--- config.mk ---
export PLATFORM = sky130hd
export DESIGN_NAME = pulse_count_backlight_dimmer
export DESIGN_NICKNAME = d
export VERILOG_FILES = /design/src/sv/pcbd_pkg.sv /design/src/sv/pcbd_cell.sv /design/src/sv/pcbd_emit.sv /design/src/sv/pulse_count_backlight_dimmer.sv
export SDC_FILE = /design/constraint.sdc
export NUM_CORES = 1
export LEC_CHECK = 0
export BUFFER_PORTS_ARGS = -buffer_cell sky130_fd_sc_hd__clkbuf_2
export CAP_MARGIN = 20
export CORE_MARGIN = 2
export CORE_UTILIZATION = 39
export CTS_BUF_LIST = sky130_fd_sc_hd__clkbuf_8
export DETAILED_ROUTE_END_ITERATION = 10
export PLACE_DENSITY = 0.56
export SYNTH_ARGS = -nofsm -noshare
export SYNTH_HDL_FRONTEND = slang
export SYNTH_SLANG_ARGS = --single-unit
--- constraint.sdc ---
create_clock -name clk -period 3.5 [get_ports clk]
set_clock_uncertainty 0.15 [all_clocks]
set_input_delay 0.175 -clock clk [delete_from_list [all_inputs] [get_ports clk]]
set_output_delay 0.175 -clock clk [all_outputs]
set_load 0.005 [all_outputs]
--- src/sv/pcbd_pkg.sv ---
// Shared types and constants for the pulse-count backlight dimmer.
// No dependencies; every other file refers to this package by scoped names.
package pcbd_pkg;

  // Number of current steps in the LED driver and width of a level value
  localparam int LEVELS  = 32;
  localparam int LEVEL_W = 6;
  localparam int BR_W    = 8;

  // Control line actions
  localparam logic [1:0] ACT_OFF   = 2'd0;
  localparam logic [1:0] ACT_ON    = 2'd1;
  localparam logic [1:0] ACT_PULSE = 2'd2;

  // Item kinds
  localparam logic KIND_REQUEST = 1'b0;
  localparam logic KIND_LOAD    = 1'b1;

  // Configuration register indexes
  localparam logic [0:0] REG_BRIGHT_CAP   = 1'd0;
  localparam logic [0:0] REG_ACTIVE_LEVEL = 1'd1;

  // Search token that walks down the threshold chain
  typedef struct packed {
    logic               valid;
    logic [BR_W-1:0]    req;
    logic [LEVEL_W-1:0] level;   // level served by the cell it enters
    logic               found;
    logic [LEVEL_W-1:0] target;
  } probe_t;

  // Start command from the controller to the action emitter
  typedef struct packed {
    logic               go;
    logic [LEVEL_W-1:0] cur;
    logic [LEVEL_W-1:0] target;
    logic [BR_W-1:0]    req;
  } start_t;

endpackage

--- src/sv/pcbd_cell.sv ---
// One threshold cell of the search chain: holds one table entry and
// passes the search token to the next lower level. Uses pcbd_pkg.
module pcbd_cell (
  input  logic                     clk,
  input  logic                     rst,
  input  logic                     wr_en,
  input  logic [pcbd_pkg::BR_W-1:0] wr_value,
  input  pcbd_pkg::probe_t         probe_in,
  output pcbd_pkg::probe_t         probe_out
);

  logic [pcbd_pkg::BR_W-1:0] threshold;
  pcbd_pkg::probe_t          probe;

  // Hold the threshold for this level
  always_ff @(posedge clk) begin
    if (wr_en) begin
      threshold <= wr_value;
    end
  end

  // Advance the token one cell; claim it at the highest exceeded threshold
  always_ff @(posedge clk) begin
    probe.req   <= probe_in.req;
    probe.level <= probe_in.level - pcbd_pkg::LEVEL_W'(1);
    if (!probe_in.found && (probe_in.req > threshold)) begin
      probe.found  <= 1'b1;
      probe.target <= probe_in.level;
    end else begin
      probe.found  <= probe_in.found;
      probe.target <= probe_in.target;
    end
    if (rst) begin
      probe.valid <= 1'b0;
    end else begin
      probe.valid <= probe_in.valid;
    end
  end

  assign probe_out = probe;

endmodule

--- src/sv/pcbd_emit.sv ---
// Action emitter: steps the driver level from the start level to the target,
// one control line action per transfer, behind an output register. Uses pcbd_pkg.
module pcbd_emit (
  input  logic                         clk,
  input  logic                         rst,
  input  pcbd_pkg::start_t             start,
  input  logic                         active_level,
  output logic                         busy,
  output logic                         result_valid,
  input  logic                         result_stall,
  output logic [1:0]                   action,
  output logic [pcbd_pkg::LEVEL_W-1:0] level_after,
  output logic                         pin_level,
  output logic [pcbd_pkg::BR_W-1:0]    stored_brightness,
  output logic                         last
);

  logic [pcbd_pkg::LEVEL_W-1:0] cur;
  logic [pcbd_pkg::LEVEL_W-1:0] target;
  logic [pcbd_pkg::BR_W-1:0]    kept_brightness;

  logic                         can_load;
  logic [1:0]                   act_next;
  logic [pcbd_pkg::LEVEL_W-1:0] lvl_next;

  assign can_load = busy && (!result_valid || !result_stall);

  // Pick the next action from the level the driver is at now
  always_comb begin
    if (target == '0) begin
      act_next = pcbd_pkg::ACT_OFF;
      lvl_next = '0;
    end else if (cur == '0) begin
      act_next = pcbd_pkg::ACT_ON;
      lvl_next = pcbd_pkg::LEVEL_W'(pcbd_pkg::LEVELS);
    end else begin
      act_next = pcbd_pkg::ACT_PULSE;
      lvl_next = (cur <= pcbd_pkg::LEVEL_W'(1)) ? pcbd_pkg::LEVEL_W'(pcbd_pkg::LEVELS)
                                                 : cur - pcbd_pkg::LEVEL_W'(1);
    end
  end

  // Sequence state
  always_ff @(posedge clk) begin
    if (rst) begin
      busy            <= 1'b0;
      kept_brightness <= '0;
    end else if (start.go) begin
      busy            <= 1'b1;
      cur             <= start.cur;
      target          <= start.target;
      kept_brightness <= start.req;
    end else if (can_load) begin
      cur  <= lvl_next;
      busy <= (lvl_next != target);
    end
  end

  // Output register; drop the valid once the transfer is taken
  always_ff @(posedge clk) begin
    if (rst) begin
      result_valid <= 1'b0;
    end else if (can_load) begin
      result_valid <= 1'b1;
    end else if (!result_stall) begin
      result_valid <= 1'b0;
    end
    if (can_load) begin
      action            <= act_next;
      level_after       <= lvl_next;
      pin_level         <= (act_next == pcbd_pkg::ACT_OFF) ? ~active_level : active_level;
      stored_brightness <= kept_brightness;
      last              <= (lvl_next == target);
    end
  end

endmodule

--- src/sv/pulse_count_backlight_dimmer.sv ---
// Top level of the pulse-count backlight dimmer: item port, configuration,
// threshold cell chain and action emitter. Uses pcbd_pkg, pcbd_cell, pcbd_emit.
//
//  channel  | handshake                   | payload
//  ---------+-----------------------------+-------------------------------------------
//  item     | item_valid / item_stall     | kind, requested_brightness, display_on,
//           |                             | entry_index, entry_value
//  result   | result_valid / result_stall | action, level_after, pin_level,
//           |                             | stored_brightness, last
//  config   | cfg_wen                     | cfg_index, cfg_data
//
// A load item writes one table entry. A request walks the token through every
// cell; a new level sets the emitter stepping, one action per transfer, and the
// input is released after the last action.
// item_stall is high from request acceptance until the cycle after its last
// action enters the output register; result_stall holds that register.
// Reset clears level and kept brightness and sets config to its defaults; the table is not cleared.
module pulse_count_backlight_dimmer (
  input  logic                         clk,
  input  logic                         rst,
  input  logic                         item_valid,
  output logic                         item_stall,
  input  logic                         kind,
  input  logic [7:0]                   requested_brightness,
  input  logic                         display_on,
  input  logic [4:0]                   entry_index,
  input  logic [7:0]                   entry_value,
  output logic                         result_valid,
  input  logic                         result_stall,
  output logic [1:0]                   action,
  output logic [5:0]                   level_after,
  output logic                         pin_level,
  output logic [7:0]                   stored_brightness,
  output logic                         last,
  input  logic                         cfg_wen,
  input  logic [0:0]                   cfg_index,
  input  logic [7:0]                   cfg_data
);

  localparam logic [1:0] ST_IDLE = 2'd0;
  localparam logic [1:0] ST_SCAN = 2'd1;
  localparam logic [1:0] ST_EMIT = 2'd2;

  logic [1:0]                   state;
  logic [7:0]                   bright_cap;
  logic                         ctrl_active_level;
  logic [pcbd_pkg::LEVEL_W-1:0] current_level;

  logic                         item_take;
  logic [7:0]                   req_clamped;
  logic [pcbd_pkg::LEVEL_W-1:0] found_level;
  logic                         emit_busy;

  pcbd_pkg::probe_t head;
  pcbd_pkg::probe_t chain [pcbd_pkg::LEVELS];
  pcbd_pkg::start_t start;

  assign item_stall = (state != ST_IDLE);
  assign item_take  = item_valid && !item_stall;

  // Force to zero when blanked, clamp to the configured maximum
  always_comb begin
    if (!display_on) begin
      req_clamped = '0;
    end else if (requested_brightness > bright_cap) begin
      req_clamped = bright_cap;
    end else begin
      req_clamped = requested_brightness;
    end
  end

  // Configuration registers
  always_ff @(posedge clk) begin
    if (rst) begin
      bright_cap        <= 8'd255;
      ctrl_active_level <= 1'b1;
    end else if (cfg_wen) begin
      unique case (cfg_index)
        pcbd_pkg::REG_BRIGHT_CAP:   bright_cap        <= cfg_data;
        pcbd_pkg::REG_ACTIVE_LEVEL: ctrl_active_level <= cfg_data[0];
        default: ;
      endcase
    end
  end

  // Token entering the top cell
  always_comb begin
    head.valid  = item_take && (kind == pcbd_pkg::KIND_REQUEST);
    head.req    = req_clamped;
    head.level  = pcbd_pkg::LEVEL_W'(pcbd_pkg::LEVELS);
    head.found  = 1'b0;
    head.target = '0;
  end

  // Threshold chain, top level first, tail at cell 0
  for (genvar i = 0; i < pcbd_pkg::LEVELS; i++) begin : g_cell
    logic wr_en;
    assign wr_en = item_take && (kind == pcbd_pkg::KIND_LOAD) &&
                   ({1'b0, entry_index} == pcbd_pkg::LEVEL_W'(i));
    pcbd_cell u_cell (
      .clk       (clk),
      .rst       (rst),
      .wr_en     (wr_en),
      .wr_value  (entry_value),
      .probe_in  ((i == pcbd_pkg::LEVELS - 1) ? head : chain[(i + 1) % pcbd_pkg::LEVELS]),
      .probe_out (chain[i])
    );
  end

  assign found_level = chain[0].found ? chain[0].target : '0;

  // Start the emitter when the search ends on a new level
  always_comb begin
    start.go     = (state == ST_SCAN) && chain[0].valid && (found_level != current_level);
    start.cur    = current_level;
    start.target = found_level;
    start.req    = chain[0].req;
  end

  // Request sequencer
  always_ff @(posedge clk) begin
    if (rst) begin
      state         <= ST_IDLE;
      current_level <= '0;
    end else begin
      unique case (state)
        ST_IDLE: begin
          if (head.valid) begin
            state <= ST_SCAN;
          end
        end
        ST_SCAN: begin
          if (chain[0].valid) begin
            if (start.go) begin
              state         <= ST_EMIT;
              current_level <= found_level;
            end else begin
              state <= ST_IDLE;
            end
          end
        end
        ST_EMIT: begin
          if (!emit_busy) begin
            state <= ST_IDLE;
          end
        end
        default: state <= ST_IDLE;
      endcase
    end
  end

  pcbd_emit u_emit (
    .clk               (clk),
    .rst               (rst),
    .start             (start),
    .active_level      (ctrl_active_level),
    .busy              (emit_busy),
    .result_valid      (result_valid),
    .result_stall      (result_stall),
    .action            (action),
    .level_after       (level_after),
    .pin_level         (pin_level),
    .stored_brightness (stored_brightness),
    .last              (last)
  );

endmodule
Word-level counts from Yosys, hierarchy flattened
Index checks and enable logic that the tools add are counted.

Output and inout bits: 20. Register bits: 825. Word-level logic and storage cells: 391. Bits of input ports: 37.

Add/sub/neg operators: 1. Magnitude comparators: 34. Muxes and demuxes: 21. Bitwise gates (word level): 4. Equal/unequal tests: 40. Reduce and logical (&&, ||, !) cells: 117.

Operator list (number): > comparator 8 bit (33); == test 5 bit, second input constant (16); logical AND 1 bit (69); == test 5 x 4 -> 1 bit, second input constant (8); two-way mux 6 bit (6); zero test 1 bit (34); == test 5 x 3 -> 1 bit, second input constant (4); two-way mux 8 bit (2); zero test 6 bit (2); two-way mux 2 bit (6); inequality test 6 bit (2); == test 5 x 2 -> 1 bit, second input constant (2); AND reduction 2 bit (4); two-way mux 7 bit (1); == test 6 bit (1); <= comparator 6 x 1 -> 1 bit, second input constant (1); inequality test 2 x 1 -> 1 bit, second input constant (3); one-hot mux 2 bit (3 select lines) (1); AND reduction 3 bit (2); subtractor 6 x 1 -> 6 bit, second input constant (1); == test 5 x 1 -> 1 bit, second input constant (1); zero test 5 bit (1); two-way mux 1 bit (5); zero test 2 bit (2); other kinds (6) (10).

Depth between registers and ports, before layout
Word-level depth: 7. Gate-level depth with buffers: 14. Depth with buffers taken out: 13.

Cells and area by module
A second synthesis with hierarchy kept.

Cells, all modules: 2862. Area total of the unflattened synthesis: 36885.4 um^2.

By module, submodules not included: pcbd_cell (sequential area each 680.7 um^2, instances 32, cells an instance 79, area each 1052.3 um^2); pcbd_emit (sequential area each 1101.1 um^2, instances 1, cells an instance 126, area each 1736.7 um^2); pulse_count_backlight_dimmer (sequential area each 340.3 um^2, instances 1, cells an instance 208, area each 1476.4 um^2).

Least setup slack after synthesis
OpenSTA, ideal clock, no wires.

Kind: flip-flop to flip-flop. Start: register bright_cap[1]. End: register g_cell[31].u_cell.probe (netlist bit g_cell[31].u_cell.probe_out[5]). Required time: 3.225 ns. Clock period less this slack: 2.682 ns. Buffers on the path: 1. Library setup time: 0.125 ns. Cell stages (with the launch flop): 15. Setup slack: 0.818 ns. Data arrival time: 2.407 ns. Cells stage by stage: dfxtp_1 inv_1 ha_1 nor2b_1 o21a_1 o21ai_0 a21oi_1 o22a_1 buf_2 mux2i_1 ha_1 a21o_1 a21o_1 a21oi_1 a22oi_1.

RTL lines: start, declared (line pulse_count_backlight_dimmer.sv:45) `logic [7:0] bright_cap;`; start signal, assigned (line pulse_count_backlight_dimmer.sv:79) `pcbd_pkg::REG_BRIGHT_CAP: bright_cap <= cfg_data;`; end, declared (line pcbd_cell.sv:13) `pcbd_pkg::probe_t probe;`.

==> results.py <==
metrics = {
    "synthesis": {
        "yosysMostFrequentCell": "dfxtp_1",
        "synth-seq-cells": 804,
        "synth_top_cells_by_area": "dfxtp_1, edfxtp_1, ha_1",
        "synth_ff_type": "dfxtp_1",
        "synth_area_per_cell_um2": 13.33,
        "synth_largest_area_cell": "dfxtp_1",
        "synthesis.instances": 2140,
        "synth.top_cell.area_share_pct": 36.35,
        "synth.cells.most_frequent": "dfxtp_1, edfxtp_1, inv_1, ha_1, nor2b_1",
        "post_synth_instance_area_mm2": 0.02853,
        "yosysWarningCount": 0,
        "postSynth.asyncResetShare_pct": 0,
        "synth_nets": 2443,
        "synth_enable_flop_cells": 286,
        "yosysSeqAreaShare_pct": 66.46,
        "yosysUniqueCellTypes": 51,
    },
    "detailed_routing": {
        "detail_route.first_pass.iterations": 4,
        "drt-vias-per-instance": 4.616,
        "routed_wire_length_per_instance_um": 16.24,
        "route.final.wire_length_um": 56260,
        "antenna_left": 0,
        "drcViolationCount": 0,
        "dr_total_vias": 15991,
        "initialDrtViolationCount": 672,
    },
    "sta": {
        "fmaxAchievable_ghz": 0.3157,
        "final.period_utilization_pct": 90.50,
        "rsz0062_at_grt": "false",
        "timing_hold_violations_final": 0,
        "slew_headroom_pct": 30.05,
        "setup_violations": 0,
        "post-route-min-period_ns": 3.167,
        "worstMarginPinSlew_ns": 1.049,
        "totalNegativeSetupSlack_ns": 0,
        "final_max_slew_viol_count": 0,
    },
    "hold_path": {
        "holdPathStages": 1,
        "min_path_type": "primary input to register",
        "worstHoldStart": "entry_value[5]",
        "worst_hold_path.endpoint": "g_cell[25].u_cell.threshold[5]$_DFFE_PP_",
    },
    "clocking": {
        "path_clk_slew_ns": 0.06,
        "cts_sinks": 804,
        "cts_max_level": 4,
        "cts_buffers": 133,
        "cts-resized-gates": 0,
        "clockRootBuffer": "clkbuf_8",
        "postCtsSetupRepairBufs": 0,
        "cts_tree": "done",
        "clock_tree.buffer_depth": 3,
        "worst_skew_pair.late_latency_ns": 0.76,
    },
    "global_route": {
        "globalRouteOverflowTotal": 0,
        "first_global_vias": 17286,
        "initial_antenna_violation_count": 4,
        "grt_usage_pct": 15.45,
        "pin_count_of_the_biggest_net_entering_global_routing": 52,
        "global_route_wire_length_before_repair_um": 90440,
    },
    "worst_setup_path": {
        "required_ns": 3.98,
        "timing.reg2reg.setup_slack_ns": 0.33,
        "r2r_start": "bright_cap[1]$_SDFFE_PP1P_",
        "cp-end-kind": "register",
        "reg2regPathDepth": 13,
        "setup.worst_path.start_class": "register",
        "path_class": "register to register",
        "cp_max_fo": 9,
        "worst_reg2reg_path_endpoint": "g_cell[31].u_cell.probe_out[5]$_DFF_P_",
        "arrival_ns": 3.64,
    },
    "power_and_ir_drop": {
        "post-layout-total-power_mw": 21.45,
        "vdd.ir_drop.worst_mv": 0.3745,
        "power_density_mw_per_mm2": 642.5,
        "cellLeakagePower_nw": 14.85,
    },
    "final_layout": {
        "layout.area.seq_mm2": 0.01896,
        "multiInputGateArea_mm2": 0.008472,
        "fillCellCount": 6461,
        "final_util_pct": 45.91,
        "areaGrowthSynthToFinish_pct": 17.03,
        "design.final.nets": 2699,
        "fraction_of_final_layout_cells_sized_beyond_drive_strength_1_pct": 15.22,
        "post-route-cell-area_mm2": 0.03338,
    },
    "placed_design": {
        "postPlaceCellArea_mm2": 0.03006,
        "port_buffers": 56,
        "routability_cong": 0.7947,
        "half_perimeter_wire_length_of_the_detailed_placement_result_um": 37920,
    },
    "die": {
        "row_count": 99,
        "initial_utilization_pct": 39.23,
        "io-pin-count": 57,
        "die_area_mm2": 0.07532,
        "fp.dieW_um": 274.5,
        "design.core.area_mm2": 0.07271,
        "die_span_in_y_um": 274.5,
    },
    "outcome": {
        "outcome": "complete, no violations",
    },
    "flow_run": {
        "max-cap-violations": 0,
    },
}
## placed cells by master, fill, tap and decap left out, types with 2 or more instances in the layout
cell | netlist | layout
buf_4 | 0 | 17
nor3_1 | 12 | 12
nand3_1 | 7 | 7
and2_1 | 6 | 6
inv_6 | 0 | 5
clkinvlp_4 | 0 | 3
nand2b_1 | 7 | 7
nor2_1 | 64 | 64
nor2b_1 | 171 | 171
a21o_1 | 64 | 64
mux2i_1 | 22 | 22
o22a_1 | 2 | 2
ha_1 | 266 | 266
mux2_2 | 7 | 7
clkinv_1 | 0 | 11
o21a_1 | 63 | 63
inv_1 | 273 | 310
or2_2 | 97 | 97
nand3b_1 | 2 | 2
clkbuf_8 | 0 | 158
nor3b_1 | 2 | 2
xor2_1 | 4 | 4
bufinv_16 | 0 | 3
o21ai_0 | 40 | 40
clkbuf_2 | 0 | 56
o22ai_1 | 3 | 3
dlygate4sd3_1 | 0 | 67
a221oi_1 | 32 | 32
a31oi_1 | 2 | 2
a211o_1 | 8 | 8
edfxtp_1 | 286 | 286
clkinv_2 | 0 | 25
nand2_1 | 28 | 28
xnor2_1 | 4 | 4
a21oi_1 | 39 | 39
a211oi_1 | 2 | 2
dfxtp_1 | 518 | 518
nand4_1 | 4 | 4
and4_1 | 62 | 62
or3_1 | 5 | 5
## cell families after synthesis
| logic type | count (synthesis) | share of synthesized area (%) |
|---|---|---|
| adder cells (fa/ha/maj) | 266 | 11.67 |
| AND/OR/NAND/NOR | 474 | 10.17 |
| multiplexers | 29 | 1.048 |
| flip-flops | 804 | 66.46 |
| XOR/XNOR | 8 | 0.2456 |
| AO/OA/AOI/OAI | 267 | 6.557 |
| buffers and inverters | 292 | 3.855 |
## how the worst max path moves through the flow
stage | from | end | slack (ns)
global placement | bright_cap[1]$_SDFFE_PP1P_ | g_cell[31].u_cell.probe_out[5]$_DFF_P_ | 0.54
CTS | bright_cap[1]$_SDFFE_PP1P_ | g_cell[31].u_cell.probe_out[5]$_DFF_P_ | 0.41
finish | bright_cap[1]$_SDFFE_PP1P_ | g_cell[31].u_cell.probe_out[5]$_DFF_P_ | 0.33
detailed placement | bright_cap[1]$_SDFFE_PP1P_ | g_cell[31].u_cell.probe_out[5]$_DFF_P_ | 0.43
global route | bright_cap[1]$_SDFFE_PP1P_ | g_cell[31].u_cell.probe_out[5]$_DFF_P_ | 0.08
floorplan | bright_cap[1]$_SDFFE_PP1P_ | g_cell[31].u_cell.probe_out[5]$_DFF_P_ | 0.82
## cell type report
class | instances | area share, %
Clock buffer | 158 | 6.514
Timing Repair Buffer | 140 | 3.231
Clock inverter | 85 | 1.417
Multi-Input combinational cell | 1044 | 25.38
Sequential cell | 804 | 56.79
Tap cell | 959 | 3.594
Inverter | 273 | 3.070
Antenna cell | 1 | 0.007496
## metal layers
layer	wire length, µm	up-vias	GRT usage, %
li1	-	7903	-
met1	25060	7643	18.69
met2	27150	286	26.12
met3	2228	153	3.634
met4	1785	6	7.022
met5	37	-	0
## power breakdown
part           internal [mW]  leakage [nW]  total, mW  switching, mW
sequential              11.0          6.89       11.6          0.546
clock                   4.35          1.52       8.04           3.68
combinational           1.01          6.45       1.84          0.829
total                   16.4          14.9       21.4           5.06
## per-stage QoR
step | hold WS, ns | setup WS, ns | cells
finish | 0.1213 | 0.3326 | 3464
global route | 0.1204 | 0.07779 | 3464
CTS | 0.06285 | 0.4071 | 3462
detailed placement | 0.1867 | 0.4301 | 3152
global placement | 0.1928 | 0.5373 | 3152
floorplan | 0.1016 | 0.8184 | 2140
## critical path, cell delays in order, from the launching register on
cell and delay, ns:
dfxtp_1 0.36, inv_1 0.08, ha_1 0.29, nor2b_1 0.14, o21a_1 0.13, o21ai_0 0.08
a21oi_1 0.16, o22a_1 0.49, mux2i_1 0.30, ha_1 0.28, a21o_1 0.16, a21o_1 0.17
a21oi_1 0.14, a22oi_1 0.10
## registers in the layout, indices dropped and copies added (netlist names)
name,cells
u_emit.result_valid,1
state,2
current_level,6
u_emit.pin_level,1
g_cell.u_cell.probe_out,491
u_emit.busy,1
u_emit.stored_brightness,8
u_emit.last,1
g_cell.u_cell.threshold,256
ctrl_active_level,1
u_emit.level_after,6
u_emit.action,2
u_emit.target,6
bright_cap,8
u_emit.cur,6
u_emit.kept_brightness,8
## timing repair
item	in CTS	in global routing
endpoints found under the hold margin	225	0
hold buffers	67	0
endpoints found under the setup margin	0	0
Power figures use the tool's default switching activity.
